<file path="config.mk">
export PLATFORM = sky130hd
export DESIGN_NAME = palette_rle_pixel_encoder_core
export DESIGN_NICKNAME = d
export VERILOG_FILES = /design/src/hw/rtl/prle_pkg.sv /design/src/hw/rtl/prle_front.sv /design/src/hw/rtl/prle_queue.sv /design/src/hw/rtl/prle_back.sv /design/src/hw/rtl/palette_rle_pixel_encoder_core.sv
export SDC_FILE = /design/constraint.sdc
export NUM_CORES = 1
export LEC_CHECK = 0
export BUFFER_PORTS_ARGS = -buffer_cell sky130_fd_sc_hd__buf_2
export CAP_MARGIN = 20
export CORE_MARGIN = 4
export CORE_UTILIZATION = 58
export DETAILED_ROUTE_END_ITERATION = 10
export PLACE_DENSITY = 0.73
export SETUP_SLACK_MARGIN = 0.15
export SLEW_MARGIN = 30
export SYNTH_ARGS = -nofsm -noshare
export SYNTH_HDL_FRONTEND = slang
export SYNTH_SLANG_ARGS = --single-unit
</file>
<file path="constraint.sdc">
create_clock -name clk_i -period 6.1 [get_ports clk_i]
set_input_delay 1.22 -clock clk_i [delete_from_list [all_inputs] [get_ports clk_i]]
set_output_delay 1.22 -clock clk_i [all_outputs]
set_load 0.01 [all_outputs]
</file>
<file path="src/hw/rtl/prle_pkg.sv">
`default_nettype none

package prle_pkg;

  // depth of the job queue between front and back (power of two)
  localparam int QDEPTH = 4;
  localparam int QAW    = $clog2(QDEPTH);
  localparam int QCW    = $clog2(QDEPTH + 1);

  // number of run codes carried by one job
  localparam logic [1:0] NCODE_NONE = 2'd0;
  localparam logic [1:0] NCODE_ONE  = 2'd1;
  localparam logic [1:0] NCODE_TWO  = 2'd2;

  // one classified pixel, as handed from front to back
  typedef struct packed {
    logic [1:0]  n_codes;
    logic [7:0]  code0;
    logic [7:0]  code1;
    logic        added;
    logic [3:0]  add_idx;
    logic [15:0] add_color;
    logic        too_many;
    logic        last;
  } job_t;

endpackage

`default_nettype wire

</file>
<file path="src/hw/rtl/prle_front.sv">
`default_nettype none

module prle_front import prle_pkg::*; #(
  parameter int PALETTE_SIZE = 16,
  parameter int MAX_RUN      = 16
) (
  input  wire logic       clk_i,
  input  wire logic       rst_ni,
  input  wire logic       accept_i,
  input  wire logic [7:0] red_i,
  input  wire logic [7:0] green_i,
  input  wire logic [7:0] blue_i,
  input  wire logic       last_pixel_i,
  output job_t            job_o
);

  localparam int CW = $clog2(PALETTE_SIZE + 1);
  localparam int IW = $clog2(PALETTE_SIZE);
  localparam logic [CW-1:0] PsCount = CW'(PALETTE_SIZE);
  localparam logic [4:0]    MaxRun  = 5'(MAX_RUN);

  logic [15:0]   pal_q [PALETTE_SIZE];
  logic [CW-1:0] count_q, count_d;
  logic [3:0]    run_idx_q, run_idx_d;
  logic [3:0]    run_len_q, run_len_d;
  logic          run_act_q, run_act_d;
  logic          err_q, err_d;

  logic [15:0] color;
  logic        hit;
  logic [3:0]  hit_idx;
  logic        room;
  logic        have;
  logic        add;
  logic [3:0]  pidx;
  logic        cont;
  logic        emit_old;
  logic        emit_new;
  logic [7:0]  old_code;
  logic [7:0]  new_code;

  assign color = {red_i[7:3], green_i[7:2], blue_i[7:3]};

  // parallel compare against the filled slots, lowest slot wins
  always_comb begin
    hit     = 1'b0;
    hit_idx = 4'd0;
    for (int i = 0; i < PALETTE_SIZE; i++) begin
      if (!hit && (CW'(i) < count_q) && (pal_q[i] == color)) begin
        hit     = 1'b1;
        hit_idx = 4'(i);
      end
    end
  end

  assign room     = count_q < PsCount;
  assign have     = !err_q && (hit || room);
  assign add      = !err_q && !hit && room;
  assign pidx     = hit ? hit_idx : 4'(count_q);
  assign old_code = {run_idx_q, run_len_q};
  assign cont     = run_act_q && (run_idx_q == pidx) && (({1'b0, run_len_q} + 5'd1) < MaxRun);

  always_comb begin
    run_idx_d = run_idx_q;
    run_len_d = run_len_q;
    run_act_d = run_act_q;
    emit_old  = 1'b0;
    emit_new  = 1'b0;
    new_code  = 8'd0;
    if (have) begin
      if (cont) begin
        run_len_d = run_len_q + 4'd1;
      end else begin
        emit_old  = run_act_q;
        run_idx_d = pidx;
        run_len_d = 4'd0;
        run_act_d = 1'b1;
      end
      emit_new = last_pixel_i || (({1'b0, run_len_d} + 5'd1) >= MaxRun);
      new_code = {run_idx_d, run_len_d};
      if (emit_new) begin
        run_act_d = 1'b0;
        run_len_d = 4'd0;
      end
    end else if (last_pixel_i && run_act_q) begin
      emit_old  = 1'b1;
      run_act_d = 1'b0;
    end
    err_d   = err_q || (!hit && !room);
    count_d = count_q + CW'(add);
  end

  always_comb begin
    job_o.n_codes   = NCODE_NONE;
    job_o.code0     = new_code;
    job_o.code1     = 8'd0;
    if (emit_old) begin
      job_o.code0   = old_code;
      job_o.code1   = new_code;
      job_o.n_codes = emit_new ? NCODE_TWO : NCODE_ONE;
    end else if (emit_new) begin
      job_o.n_codes = NCODE_ONE;
    end
    job_o.added     = add;
    job_o.add_idx   = pidx;
    job_o.add_color = color;
    job_o.too_many  = err_d;
    job_o.last      = last_pixel_i;
  end

  always_ff @(posedge clk_i) begin
    if (accept_i && add) begin
      pal_q[count_q[IW-1:0]] <= color;
    end
  end

  always_ff @(posedge clk_i or negedge rst_ni) begin
    if (!rst_ni) begin
      count_q   <= '0;
      run_idx_q <= 4'd0;
      run_len_q <= 4'd0;
      run_act_q <= 1'b0;
      err_q     <= 1'b0;
    end else if (accept_i) begin
      if (last_pixel_i) begin
        count_q   <= '0;
        run_idx_q <= 4'd0;
        run_len_q <= 4'd0;
        run_act_q <= 1'b0;
        err_q     <= 1'b0;
      end else begin
        count_q   <= count_d;
        run_idx_q <= run_idx_d;
        run_len_q <= run_len_d;
        run_act_q <= run_act_d;
        err_q     <= err_d;
      end
    end
  end

  // an open run is always shorter than the max run
  a_run_short: assert property (@(posedge clk_i) disable iff (!rst_ni)
    run_act_q |-> (({1'b0, run_len_q} + 5'd1) < MaxRun))
    else $error("open run reached max length");

  a_count_bound: assert property (@(posedge clk_i) disable iff (!rst_ni)
    count_q <= PsCount)
    else $error("palette count overflow");

  a_last_clears: assert property (@(posedge clk_i) disable iff (!rst_ni)
    (accept_i && last_pixel_i) |=> (count_q == '0) && !run_act_q && !err_q)
    else $error("state not cleared after last pixel");

endmodule

`default_nettype wire

</file>
<file path="src/hw/rtl/prle_queue.sv">
`default_nettype none

module prle_queue import prle_pkg::*; (
  input  wire logic clk_i,
  input  wire logic rst_ni,
  input  wire logic wr_i,
  input  wire job_t wr_data_i,
  output logic      full_o,
  input  wire logic rd_i,
  output logic      avail_o,
  output job_t      rd_data_o
);

  job_t           mem_q [QDEPTH];
  logic [QAW-1:0] wr_ptr_q;
  logic [QAW-1:0] rd_ptr_q;
  logic [QCW-1:0] cnt_q;
  logic           do_wr;
  logic           do_rd;

  assign full_o    = cnt_q == QCW'(QDEPTH);
  assign avail_o   = cnt_q != '0;
  assign do_wr     = wr_i && !full_o;
  assign do_rd     = rd_i && avail_o;
  assign rd_data_o = mem_q[rd_ptr_q];

  always_ff @(posedge clk_i) begin
    if (do_wr) begin
      mem_q[wr_ptr_q] <= wr_data_i;
    end
  end

  always_ff @(posedge clk_i or negedge rst_ni) begin
    if (!rst_ni) begin
      wr_ptr_q <= '0;
      rd_ptr_q <= '0;
      cnt_q    <= '0;
    end else begin
      if (do_wr) begin
        wr_ptr_q <= wr_ptr_q + QAW'(1);
      end
      if (do_rd) begin
        rd_ptr_q <= rd_ptr_q + QAW'(1);
      end
      cnt_q <= cnt_q + QCW'(do_wr) - QCW'(do_rd);
    end
  end

  a_cnt_bound: assert property (@(posedge clk_i) disable iff (!rst_ni)
    cnt_q <= QCW'(QDEPTH))
    else $error("queue count overflow");

  a_ptr_gap: assert property (@(posedge clk_i) disable iff (!rst_ni)
    (cnt_q == '0) |-> (wr_ptr_q == rd_ptr_q))
    else $error("empty queue with pointers apart");

  a_rd_when_full: assert property (@(posedge clk_i) disable iff (!rst_ni)
    (full_o && !do_rd) |=> full_o)
    else $error("full queue drained without read");

endmodule

`default_nettype wire

</file>
<file path="src/hw/rtl/prle_back.sv">
`default_nettype none

module prle_back import prle_pkg::*; (
  input  wire logic   clk_i,
  input  wire logic   rst_ni,
  input  wire logic   head_valid_i,
  input  wire job_t   head_i,
  output logic        head_take_o,
  output logic        empty,
  input  wire logic   pop,
  output logic        code_valid_o,
  output logic [7:0]  run_code_o,
  output logic        color_added_o,
  output logic [3:0]  color_index_o,
  output logic [15:0] color_value_o,
  output logic        too_many_colors_o,
  output logic        image_done_o,
  output logic        last_of_item_o
);

  logic phase_q;
  logic out_vld_q;
  logic pop_ok;
  logic load;
  logic final_sel;
  logic any_code;

  logic        cv_q;
  logic [7:0]  code_q;
  logic        added_q;
  logic [3:0]  idx_q;
  logic [15:0] val_q;
  logic        err_q;
  logic        done_q;
  logic        lst_q;

  assign pop_ok      = pop && out_vld_q;
  assign load        = head_valid_i && (!out_vld_q || pop_ok);
  assign final_sel   = phase_q || (head_i.n_codes != NCODE_TWO);
  assign any_code    = head_i.n_codes != NCODE_NONE;
  assign head_take_o = load && final_sel;

  // second word of a two-code job carries code1 only
  always_ff @(posedge clk_i) begin
    if (load) begin
      cv_q    <= phase_q || any_code;
      code_q  <= phase_q ? head_i.code1 : (any_code ? head_i.code0 : 8'd0);
      added_q <= !phase_q && head_i.added;
      idx_q   <= (!phase_q && head_i.added) ? head_i.add_idx : 4'd0;
      val_q   <= (!phase_q && head_i.added) ? head_i.add_color : 16'd0;
      err_q   <= head_i.too_many;
      done_q  <= head_i.last && final_sel;
      lst_q   <= final_sel;
    end
  end

  always_ff @(posedge clk_i or negedge rst_ni) begin
    if (!rst_ni) begin
      out_vld_q <= 1'b0;
      phase_q   <= 1'b0;
    end else begin
      if (load) begin
        out_vld_q <= 1'b1;
        phase_q   <= !final_sel;
      end else if (pop_ok) begin
        out_vld_q <= 1'b0;
      end
    end
  end

  assign empty             = !out_vld_q;
  assign code_valid_o      = cv_q;
  assign run_code_o        = code_q;
  assign color_added_o     = added_q;
  assign color_index_o     = idx_q;
  assign color_value_o     = val_q;
  assign too_many_colors_o = err_q;
  assign image_done_o      = done_q;
  assign last_of_item_o    = lst_q;

  // a word that is not the last of its item always carries a code
  a_mid_has_code: assert property (@(posedge clk_i) disable iff (!rst_ni)
    (out_vld_q && !lst_q) |-> cv_q)
    else $error("non-final word without code");

  // the second word follows at once and never reports a color
  a_second_word: assert property (@(posedge clk_i) disable iff (!rst_ni)
    (pop_ok && !lst_q) |=> out_vld_q && cv_q && !added_q)
    else $error("second word of item missing or malformed");

  a_done_final: assert property (@(posedge clk_i) disable iff (!rst_ni)
    (out_vld_q && done_q) |-> lst_q)
    else $error("image done on non-final word");

endmodule

`default_nettype wire

</file>
<file path="src/hw/rtl/palette_rle_pixel_encoder_core.sv">
`default_nettype none

// channel   direction  handshake           payload
// pixel     in         push / full         red_i green_i blue_i last_pixel_i
// result    out        empty / pop         code_valid_o run_code_o color_added_o
//                                          color_index_o color_value_o
//                                          too_many_colors_o image_done_o last_of_item_o
//
// one pixel is taken per cycle while the queue is not full; palette lookup and run update finish in the accept cycle
// the back end sends one result word per cycle while pop takes them, so a pixel that yields two words holds
// the back end for both of its words while a 4-job queue keeps the front taking pixels
// first word of a pixel is written into the queue, then loaded into the back end's output register
// rst_ni clears counts, run and error state at once; palette slots are not cleared
// full rises only when the job queue fills; result stalls never block the front directly

module palette_rle_pixel_encoder_core import prle_pkg::*; #(
  parameter int PALETTE_SIZE = 16,
  parameter int MAX_RUN      = 16
) (
  input  wire logic        clk_i,
  input  wire logic        rst_ni,
  input  wire logic        push,
  output logic             full,
  input  wire logic [7:0]  red_i,
  input  wire logic [7:0]  green_i,
  input  wire logic [7:0]  blue_i,
  input  wire logic        last_pixel_i,
  output logic             empty,
  input  wire logic        pop,
  output logic             code_valid_o,
  output logic [7:0]       run_code_o,
  output logic             color_added_o,
  output logic [3:0]       color_index_o,
  output logic [15:0]      color_value_o,
  output logic             too_many_colors_o,
  output logic             image_done_o,
  output logic             last_of_item_o
);

  // pixel word accepted into the front
  logic accept;
  // job from front into the queue
  job_t job;
  // head of queue toward the back
  job_t head;
  logic head_valid;
  logic head_take;
  logic q_full;

  assign accept = push && !q_full;
  assign full   = q_full;

  // front: palette lookup, color insertion, run-length update
  prle_front #(
    .PALETTE_SIZE (PALETTE_SIZE),
    .MAX_RUN      (MAX_RUN)
  ) u_front (
    .clk_i        (clk_i),
    .rst_ni       (rst_ni),
    .accept_i     (accept),
    .red_i        (red_i),
    .green_i      (green_i),
    .blue_i       (blue_i),
    .last_pixel_i (last_pixel_i),
    .job_o        (job)
  );

  // decoupling queue of classified pixels
  prle_queue u_queue (
    .clk_i     (clk_i),
    .rst_ni    (rst_ni),
    .wr_i      (accept),
    .wr_data_i (job),
    .full_o    (q_full),
    .rd_i      (head_take),
    .avail_o   (head_valid),
    .rd_data_o (head)
  );

  // back: expands each job into one or two result words
  prle_back u_back (
    .clk_i             (clk_i),
    .rst_ni            (rst_ni),
    .head_valid_i      (head_valid),
    .head_i            (head),
    .head_take_o       (head_take),
    .empty             (empty),
    .pop               (pop),
    .code_valid_o      (code_valid_o),
    .run_code_o        (run_code_o),
    .color_added_o     (color_added_o),
    .color_index_o     (color_index_o),
    .color_value_o     (color_value_o),
    .too_many_colors_o (too_many_colors_o),
    .image_done_o      (image_done_o),
    .last_of_item_o    (last_of_item_o)
  );

endmodule

`default_nettype wire

</file>
==> results of run 1 <==
-- area by class of cell --
class                      instances  area, um^2
tap                              455         569
sequential                       477       14200
clock inverter                    30         249
multi-input combinational        740        5990
clock buffer                      58        1300
timing repair buffer             121         783
inverter                          18        67.6
fill                            2407       11600
-- sequential cells by signal, indices dropped and copies added, names as in the netlist --
signal and flops:
u_front.pal_q 256, u_queue.mem_q 164, u_back.color_value_o 16, u_back.run_code_o 8, u_front.count_q 5, u_back.color_index_o 4
u_front.run_idx_q 4, u_front.run_len_q 4, u_queue.cnt_q 3, u_queue.rd_ptr_q 2, u_queue.wr_ptr_q 2, u_back.code_valid_o 1
u_back.color_added_o 1, u_back.image_done_o 1, u_back.last_of_item_o 1, u_back.out_vld_q 1, u_back.phase_q 1, u_back.too_many_colors_o 1
u_front.err_q 1, u_front.run_act_q 1
-- cell usage after synthesis, types with 2 or more instances --
library cell | count | area [um^2]
nor3b_1 | 4 | 30.0
a32oi_1 | 2 | 17.5
nand4_1 | 45 | 282
a22oi_1 | 2 | 15.0
inv_1 | 16 | 60.1
o31ai_1 | 2 | 15.0
nor2_1 | 26 | 97.6
or2_2 | 5 | 31.3
nand4b_1 | 4 | 35.0
ha_1 | 10 | 125
or3_1 | 5 | 31.3
xor2_1 | 112 | 981
nor3_1 | 25 | 125
mux2i_1 | 2 | 20.0
o21ai_0 | 37 | 185
a2111o_1 | 3 | 33.8
a21oi_1 | 8 | 40.0
nand2_1 | 54 | 203
mux4_2 | 41 | 923
nand3b_1 | 7 | 52.6
nor2b_1 | 3 | 18.8
nand3_1 | 23 | 115
clkbuf_1 | 23 | 86.3
nor4b_1 | 9 | 78.8
a31oi_1 | 2 | 12.5
edfxtp_1 | 453 | 13600
dfrtp_1 | 24 | 601
nand2b_1 | 7 | 43.8
and3_1 | 24 | 150
buf_6 | 15 | 169
xnor2_1 | 153 | 1340
or3b_2 | 3 | 26.3
a211oi_1 | 3 | 22.5
buf_4 | 19 | 143
and4_1 | 3 | 26.3
a22o_1 | 4 | 35.0
o211ai_1 | 2 | 15.0
and4bb_2 | 2 | 25.0
buf_1 | 4 | 15.0
a211o_1 | 3 | 26.3
nor4_1 | 46 | 288
nor4bb_1 | 2 | 20.0
and2_1 | 11 | 68.8
o21a_1 | 3 | 22.5
-- worst register-to-register path, stage by stage (launching register included) --
cell	delay, ps
dfrtp_1	870
nor2_1	320
nand4b_1	270
nor4_1	660
a2111o_1	300
nor4_4	110
a211o_2	400
inv_2	140
xnor2_2	150
nand4b_4	210
nor2_2	270
nor2b_1	90
ha_1	320
-- cell usage in the layout, fill, tap and decap left out, types with 4 or more instances in the layout --
cell type / n
mux4_2: 41
nor3_2: 5
inv_1: 16
clkbuf_1: 7
edfxtp_1: 453
clkinv_1: 14
buf_4: 65
or2_2: 5
and3_1: 24
or3_1: 5
clkbuf_16: 51
nor2_1: 26
conb_1: 16
nor3_1: 21
clkinv_2: 9
xor2_1: 112
bufinv_16: 4
nand4b_1: 4
nand3_1: 23
o21ai_0: 37
nand2_1: 54
nor4b_1: 9
nand2b_1: 7
nor4_1: 46
xnor2_1: 153
a22o_1: 4
buf_2: 55
and2_1: 7
a21oi_1: 7
ha_1: 10
dfrtp_1: 22
nand4_1: 45
nand3b_1: 7
nor3b_1: 4
-- final timing paths --
check / endpoint / slack (ps) / cells after the start
setup / recovery: u_queue.mem_q[3][39]$_DFFE_PP_ / 1330 / 14
hold / removal: u_front.run_idx_q[3]$_DFFE_PN0P_ / 520 / 2
setup reg to reg: u_queue.mem_q[3][39]$_DFFE_PP_ / 1710 / 12
hold reg to reg: u_front.run_idx_q[3]$_DFFE_PN0P_ / 520 / 2
max in group asynchronous: u_queue.rd_ptr_q[0]$_DFFE_PN0P_ / 5000 / 1
min in group asynchronous: u_back.phase_q$_DFFE_PN0P_ / 660 / 1
-- power by group --
group          internal [mW]  leakage, nW  switching (mW)
Combinational          0.749         2.51            1.04
Clock                   1.69        0.760            1.19
Sequential              4.22         4.45           0.238
Total                   6.65         7.72            2.47
-- metrics by stage --
step	cell area (um^2)	setup slack (ps)	total power [mW]	utilization (%)
final	23200	1330	9.12	66.6
after global routing	23200	1040	9.54	66.6
after CTS	23200	1420	9.21	66.6
after detailed placement	21600	843	6.33	62.1
after global placement	21600	925	6.26	62.1
after floorplan	20600	1120	5.73	-
-- layer usage --
metal	up-vias	part of all wire (%)	global-route usage [%]
li1	5122	-	-
met1	5669	42	30.9
met2	348	49	35.9
met3	93	5.3	3.23
met4	0	3.2	7.96
met5	-	0	0
-- logic make-up (layout without fill, tap and decap cells) --
kind of cell / after synthesis / count (layout) / synth area share (%)
flops: 477 / 477 / 69.0
xor+xnor: 266 / 266 / 11.4
simple gates: 317 / 317 / 9.03
other cells: 1 / 16 / 0.0182
fa+ha+maj: 11 / 11 / 0.705
compound gates: 86 / 86 / 2.91
mux: 44 / 44 / 4.64
buf+inv: 80 / 227 / 2.36
==> impl_metrics.toml, run 1 <==
[run_status]
status = "completed"

[cts]
cts_root_buf = "clkbuf_16"
clkTransAtPathRegs_ps = 60
cts_buffer_depth = 3
numClockSinks = 477
cts_buffers = 49
htree_num_levels = 2
cts-resized-gates = 0
cts_hold_buffers = 0
clk_latency_ps = 580
cts_setup_buffers = 0
tritoncts = "yes"

[setup_path]
path_class = "in2reg"
crit_path_max_incr_delay_ps = 740
cp.arrival_ps = 5070
crit_required_ps = 6400
start_kind = "primary input"
critPathSlowestCell = "nor4bb_1"
cp-end-kind = "flop"
worstPathMaxFanout = 13
crit_top_cell = "xnor2_1"
critical-path-top-delay-family = "simple AND/OR/NAND/NOR gates"
reg2reg_from = "u_front.count_q[3]$_DFFE_PN0P_"
crit_start = "red_i[6]"
crit_chain = "buf_2 > buf_4 > xnor2_1 > nand3_1 > nor3_1 > nor4bb_1 > a2111o_1 > a32oi_1 > a21oi_2 > xnor2_1 > nand4b_4 > nor2_2 > nor2b_1 > ha_1"
critical_path_buf_inv_count = 2

[routing]
wl_per_cell_um = 22.2
first_pass_iters = 5
drt_iter0_markers = 923
drc = 0
via_count = 11232
totalWireLength_um = 42100
postRouteAntennaNets = 0
viasPerCell = 5.91

[timing]
period_share_pct = 78.2
tns_ps = 0
finalMaxSlewViolations = 0
max_freq_ghz = 0.210
fin_crit_ps = 4770
rsz0062_at_grt = "no"
setup_viol = 0
hold_slack_ps = 519
slew_headroom_pct = 40.1
skew_ps = 17.9
hold_viol_final = 0
worst_slew_pin_slew_ps = 887

[pwr]
cellPowerDensity_mw_per_mm2 = 394
p_leak_nw = 7.72
vdd_drop_max_mv = 0.344

[logic_synthesis]
yosys_warnings = 0
avgSynthCellArea_um2 = 16.1
synthFlopType = "edfxtp_1"
ys_ff_latch = 477
synth.distinct_cells = 75
syn_area_mm2 = 0.0206
async_flop_share_pct = 5.03
postSynthCellCount = 1282
synth-seq-area-share_pct = 69.0
synth_enable_flop_cells = 453

[worst_hold_path]
min_path_type = "reg2reg"
hold_start = "u_front.run_idx_q[3]$_DFFE_PN0P_"

[global_routing]
grt_pass1_wl_um = 65700
grt_max_degree = 42
gr-total-overflow = 0
grt_pass1_vias = 11354
grt_antenna_before_repair = 0
grt_usage_pct = 22.0

[place]
place_inst = 1811
finalWeightedCongestion = 0.868
place_hpwl_um = 26600
portBuffers = 55

[die]
start_util_pct = 59.2
die-area_mm2 = 0.0386
row_count = 68
io_pins = 64
die_w_um = 196
dieHeight_um = 196
core-area_mm2 = 0.0348

[cells_and_area]
layout.cells.non_filler = 1899
drive_gt1_share_pct = 18.4
antenna_cells = 0
final_nets = 1447
area_growth_pct = 12.6

[run]
maxCapViolCount = 0
Power figures use the tool's default switching activity.
==> inputs of run 2 (changes only) <==
--- a/config.mk
+++ b/config.mk
@@ -5,12 +5,13 @@
 export SDC_FILE = /design/constraint.sdc
 export NUM_CORES = 1
 export LEC_CHECK = 0
+export ABC_AREA = 1
 export BUFFER_PORTS_ARGS = -buffer_cell sky130_fd_sc_hd__buf_2
 export CAP_MARGIN = 20
 export CORE_MARGIN = 4
-export CORE_UTILIZATION = 58
+export CORE_UTILIZATION = 56
 export DETAILED_ROUTE_END_ITERATION = 10
-export PLACE_DENSITY = 0.73
+export PLACE_DENSITY = 0.74
 export SETUP_SLACK_MARGIN = 0.15
 export SLEW_MARGIN = 30
 export SYNTH_ARGS = -nofsm -noshare
==> constraint.sdc (replaced) <==
create_clock -name clk_i -period 4.1 [get_ports clk_i]
set_input_delay 0.82 -clock clk_i [delete_from_list [all_inputs] [get_ports clk_i]]
set_output_delay 0.82 -clock clk_i [all_outputs]
set_load 0.01 [all_outputs]
==> impl_metrics.toml, run 2 <==
[logic_synthesis]
synthFlopType = "edfxtp_1"
synth_mux_area_share_pct = 0
synth-seq-area-share_pct = 68.5
postSynthCellCount = 1741
synth_commonest_cells = "edfxtp_1 (453), nand2_1 (306), nor2_1 (230)"
ys_ff_latch = 477
synth_enable_flop_cells = 453
async_flop_share_pct = 5.03
syn_area_mm2 = 0.0207
synth_xor_area_share_pct = 4.65
synth_compound_area_share_pct = 7.05
synth_top_family_by_area = "simple AND/OR/NAND/NOR gates"
synth_fa_ha_area_share_pct = 0.700
synth.distinct_cells = 59
synth.most_common_cell = "edfxtp_1"
synth_top_area_share_pct = 65.6
synthTopCellsByArea = "edfxtp_1 (66%), nand2_1 (5.5%), nor2_1 (4.2%)"
yosys_warnings = 0
yosys.area.top_type = "edfxtp_1"
synthSimpleGateAreaFrac_pct = 14.7
avgSynthCellArea_um2 = 11.9

[cts]
cts_buffers = 48
cts-resized-gates = 0
cts_hold_buffers = 0
clk_latency_ps = 590
cts_buffer_depth = 3
tritoncts = "yes"
numClockSinks = 477
htree_num_levels = 2
cts_setup_buffers = 0
cts_root_buf = "clkbuf_16"
clkTransAtPathRegs_ps = 60

[pwr]
cellPowerDensity_mw_per_mm2 = 579
p_leak_nw = 9.04
pwr-share-clk_pct = 31.1
p_switching_mw = 4.21
switching_share_pct = 30.2
total_power_mw = 13.9
comb_power_share_pct = 22.5
p_int_mw = 9.72
vdd_drop_max_mv = 0.391
seqPwrFrac_pct = 46.4

[routing]
viasPerCell = 5.73
drc = 0
postRouteAntennaNets = 0
wl_per_cell_um = 20.3
via_count = 13809
totalWireLength_um = 48800
drt_iter0_markers = 1366
first_pass_iters = 6

[timing]
rsz0062_at_grt = "yes"
period_share_pct = 92.4
hold_slack_ps = 242
skew_ps = 14.0
setup_viol = 0
worst_slew_pin_slew_ps = 954
slew_headroom_pct = 36.4
max_freq_ghz = 0.264
setup_slack_ps = 311
fin_crit_ps = 3790
hold_viol_final = 0
finalMaxSlewViolations = 0

[cells_and_area]
design_area_mm2 = 0.0241
area_growth_pct = 16.1
final_nets = 1943
final_cell_mix = "edfxtp_1 (453), nand2_1 (304), nor2_1 (216)"
antenna_cells = 0
drive_gt1_share_pct = 16.6
largest_reg_flops = 256
layout_commonest_cell = "edfxtp_1"
nFillCells = 2634

[place]
place_hpwl_um = 31000
finalWeightedCongestion = 0.900
dp_slack_ps = -13.2
dpl_cell_area_mm2 = 0.0225
portBuffers = 55

[setup_path]
cp.arrival_ps = 4080
reg2reg_from = "u_front.count_q[3]$_DFFE_PN0P_"
start_kind = "flop"
path_class = "reg2reg"
crit_required_ps = 4390
critPathSlowestCell = "dfrtp_1"
rrSetupSlack_ps = 310
crit_chain = "inv_2 > nand2_2 > nor2_2 > inv_2 > nor2_1 > nor2_1 > nand3_2 > nand2_4 > nor2_8 > nand4_4 > nor2_8 > nand4_4 > nor2_8 > and3_1 > and3_1 > nand2_1 > inv_1 > nand3_1 > nor2_1 > buf_12"
r2r_end = "u_front.pal_q[2][11]$_DFFE_PP_"
rr_worst_depth = 20
crit_start = "u_front.count_q[3]$_DFFE_PN0P_"
worstPathMaxFanout = 16
crit_path_max_incr_delay_ps = 450
cp-end-kind = "flop"
setup.worst_path.end = "u_front.pal_q[2][11]$_DFFE_PP_"

[die]
start_util_pct = 56.7
row_count = 70
core-area_mm2 = 0.0366
io_pins = 64
dieHeight_um = 200
die_w_um = 200
die-area_mm2 = 0.0402

[global_routing]
grt_max_degree = 50
grt_pass1_vias = 13461
grt_antenna_before_repair = 0
gr-total-overflow = 0
grt_pass1_wl_um = 75900
grt_usage_pct = 24.1

[run]
maxCapViolCount = 0

[run_status]
status = "completed"

[worst_hold_path]
min_path_type = "in2async"
==> run 2: layer usage <==
metal,track usage [%],share of wire (%)
met5,0,0
met3,3.60,8.1
met2,39.2,48
met1,33.9,41
met4,7.99,3.0
==> run 2: how the worst min path moves through the flow <==
stage	to	cells after the start	slack (ps)
finish	u_queue.rd_ptr_q[0]$_DFFE_PN0P_	1	240
global placement	u_front.err_q$_DFFE_PN0P_	2	520
detailed placement	u_front.err_q$_DFFE_PN0P_	2	520
CTS	u_queue.rd_ptr_q[0]$_DFFE_PN0P_	1	240
global route	u_back.phase_q$_DFFE_PN0P_	1	260
floorplan	u_front.err_q$_DFFE_PN0P_	2	490
==> run 2: worst max-delay path, delay by kind of cell, from the launching register on <==
family	cells	cell delay, ps
AND/OR/NAND/NOR	16	2510
buffers and inverters	4	530
flip-flops	1	450
==> run 2: cell type report <==
type / instances / area [um^2] / area share [%]
flip-flops and latches: 477 / 14200 / 59.0
repair buffers: 163 / 1450 / 6.02
well taps: 468 / 586 / 2.43
clock buffers: 62 / 1290 / 5.38
clock inverters: 25 / 256 / 1.07
multi-input cells: 1078 / 5770 / 24.0
inverters: 135 / 522 / 2.17
==> run 2: logic make-up after synthesis <==
family / Yosys count
and+or+nand+nor: 688
DFF: 477
AOI/OAI and AO/OA: 253
buffers and inverters: 201
xor gates and xnor gates: 110
adders and majority gates: 11
other: 1
==> run 2: power by group through the flow <==
stage	registers [mW]	logic (mW)	clock network, mW
after detailed placement	6.56	3.10	0
after global routing	6.52	3.48	4.60
after global placement	6.53	2.99	0
after CTS	6.46	3.14	4.40
after floorplan	6.57	1.89	0
final	6.46	3.13	4.34
==> run 2: stage by stage <==
step	util [%]	TNS, ps	cells
finish	65.8	0	2408
detailed placement	61.4	-205	2321
floorplan	-	0	1756
CTS	65.7	0	2408
global route	65.8	0	2408
global placement	61.4	0	2321
==> inputs of run 3 (changes only) <==
--- a/config.mk
+++ b/config.mk
@@ -6,7 +6,7 @@
 export NUM_CORES = 1
 export LEC_CHECK = 0
 export ABC_AREA = 1
-export BUFFER_PORTS_ARGS = -buffer_cell sky130_fd_sc_hd__buf_2
+export BUFFER_PORTS_ARGS = -buffer_cell sky130_fd_sc_hd__buf_4
 export CAP_MARGIN = 20
 export CORE_MARGIN = 4
 export CORE_UTILIZATION = 56
==> impl_metrics.toml, run 3 (same netlist as run 2, synthesis figures left out) <==
[timing]
rsz0062_at_grt = "no"
setup_slack_ps = 289
skew_ps = 14.4
hold_viol_final = 0
slew_headroom_pct = 40.6
worst_slew_pin_slew_ps = 892
period_share_pct = 93.0
fin_crit_ps = 3810
max_freq_ghz = 0.262
tns_ps = 0
finalMaxSlewViolations = 0
setup_viol = 0

[global_routing]
met2_usage_pct = 39.4
grt_pass1_vias = 13573
grt_antenna_before_repair = 0
gr-total-overflow = 0
grt_usage_pct = 24.0
grtUsageMet1_pct = 33.7
use_met3_pct = 4.17
grt_pass1_wl_um = 75800
grt_max_degree = 45
busiest_layer = "met2"

[routing]
viasPerCell = 5.68
first_pass_iters = 5
totalWireLength_um = 48200
wl_per_cell_um = 19.9
postRouteAntennaNets = 0
via_count = 13736
drc = 0
drt_iter0_markers = 1348

[setup_path]
start_kind = "flop"
path_class = "reg2reg"
critPathSlowestCell = "dfrtp_1"
critical-path-top-delay-family = "simple AND/OR/NAND/NOR gates"
cp.arrival_ps = 4100
crit_path_max_incr_delay_ps = 450
cp-end-kind = "flop"
worstPathMaxFanout = 16
crit_required_ps = 4380
critical_path_buf_inv_count = 3
crit_chain = "inv_2 > nand2_2 > nor2_2 > inv_2 > nor2_1 > nor2_1 > nand3_2 > nand2_4 > nor2_8 > nand4_4 > nor2_8 > nand4_4 > nor2_8 > and3_1 > and3_1 > nand2_1 > nor2_1 > nand2_2 > nor2_2 > buf_12"

[pwr]
seqPwrFrac_pct = 46.6
pwr-share-clk_pct = 30.7
switching_share_pct = 30.2
p_int_mw = 9.71
comb_power_share_pct = 22.7
vdd_drop_max_mv = 0.722
p_leak_nw = 9.09
p_switching_mw = 4.20
total_power_mw = 13.9
cellPowerDensity_mw_per_mm2 = 575

[cells_and_area]
final_nets = 1950
fin_util_pct = 66.1
drive_gt1_share_pct = 16.7
layout_commonest_cell = "edfxtp_1"
design_area_mm2 = 0.0242
largest_reg_flops = 256
final_cell_mix = "edfxtp_1 (453), nand2_1 (304), nor2_1 (218)"
antenna_cells = 0
area_growth_pct = 16.7

[place]
finalWeightedCongestion = 0.871
portBuffers = 55
place_hpwl_um = 31500
dpl_cell_area_mm2 = 0.0226
dp_slack_ps = -58.5

[cts]
cts_buffer_depth = 3
cts_setup_buffers = 0
htree_num_levels = 2
numClockSinks = 477
tritoncts = "yes"
cts_buffers = 49
cts_root_buf = "clkbuf_16"
clk_latency_ps = 590
clkTransAtPathRegs_ps = 60

[die]
dieHeight_um = 200
core-area_mm2 = 0.0366
die_w_um = 200
die-area_mm2 = 0.0402
io_pins = 64
start_util_pct = 56.7
row_count = 70

[run_status]
status = "completed"

[worst_hold_path]
min_path_type = "in2async"

[run]
maxCapViolCount = 0
## run 3: cell count changes in the layout (fill, tap and decap cells not counted), moves of 3 or more
cell,before,now
clkinv_1,12,15
buf_2,55,0
buf_4,79,143
buf_12,29,26
## run 3: per-stage QoR
step,hold WS (ps),cells
global route,140,2417
detailed placement,524,2327
CTS,123,2417
finish,133,2417
global placement,505,2327
floorplan,488,1756
## run 3: power groups by stage
stage                     Combinational [mW]  Sequential, mW  Clock [mW]
after floorplan                         1.89            6.57           0
after global placement                  3.06            6.54           0
after detailed placement                3.16            6.57           0
after CTS                               3.18            6.47        4.35
after global routing                    3.53            6.54        4.55
final                                   3.16            6.48        4.27
## run 3: cell type report
type / instances / area, um^2
Multi-Input combinational cell: 1078 / 5750
Fill cell: 2588 / 12400
Inverter: 135 / 522
Clock inverter: 30 / 277
Timing Repair Buffer: 169 / 1590
Sequential cell: 477 / 14200
Tap cell: 468 / 586
Clock buffer: 60 / 1270
## run 3: worst paths after layout
path	slack, ps	cells past startpoint	endpoint	start
hold reg to reg	530	2	u_front.err_q$_DFFE_PN0P_	u_front.err_q$_DFFE_PN0P_
setup / recovery	290	20	u_front.pal_q[7][1]$_DFFE_PP_	u_front.count_q[3]$_DFFE_PN0P_
setup reg to reg	290	20	u_front.pal_q[7][1]$_DFFE_PP_	u_front.count_q[3]$_DFFE_PN0P_
hold / removal	130	1	u_queue.rd_ptr_q[1]$_DFFE_PN0P_	rst_ni
min in group clk_i	450	2	u_back.out_vld_q$_DFFE_PN0P_	pop
max in group asynchronous	3670	1	u_front.count_q[4]$_DFFE_PN0P_	rst_ni
## run 3: timing repair
action                                  4_1_cts  5_1_grt
endpoints found under the setup margin        0      173
hold buffers                                  0        0
gates resized for setup                       0       11
## run 3: layer usage
metal | vias to the layer above | wire length (um) | share of wire (%)
met5 | - | 0 | 0
met3 | 83 | 4150 | 8.6
met1 | 6630 | 19900 | 41
li1 | 6412 | - | -
met2 | 611 | 23200 | 48
met4 | 0 | 998 | 2.1
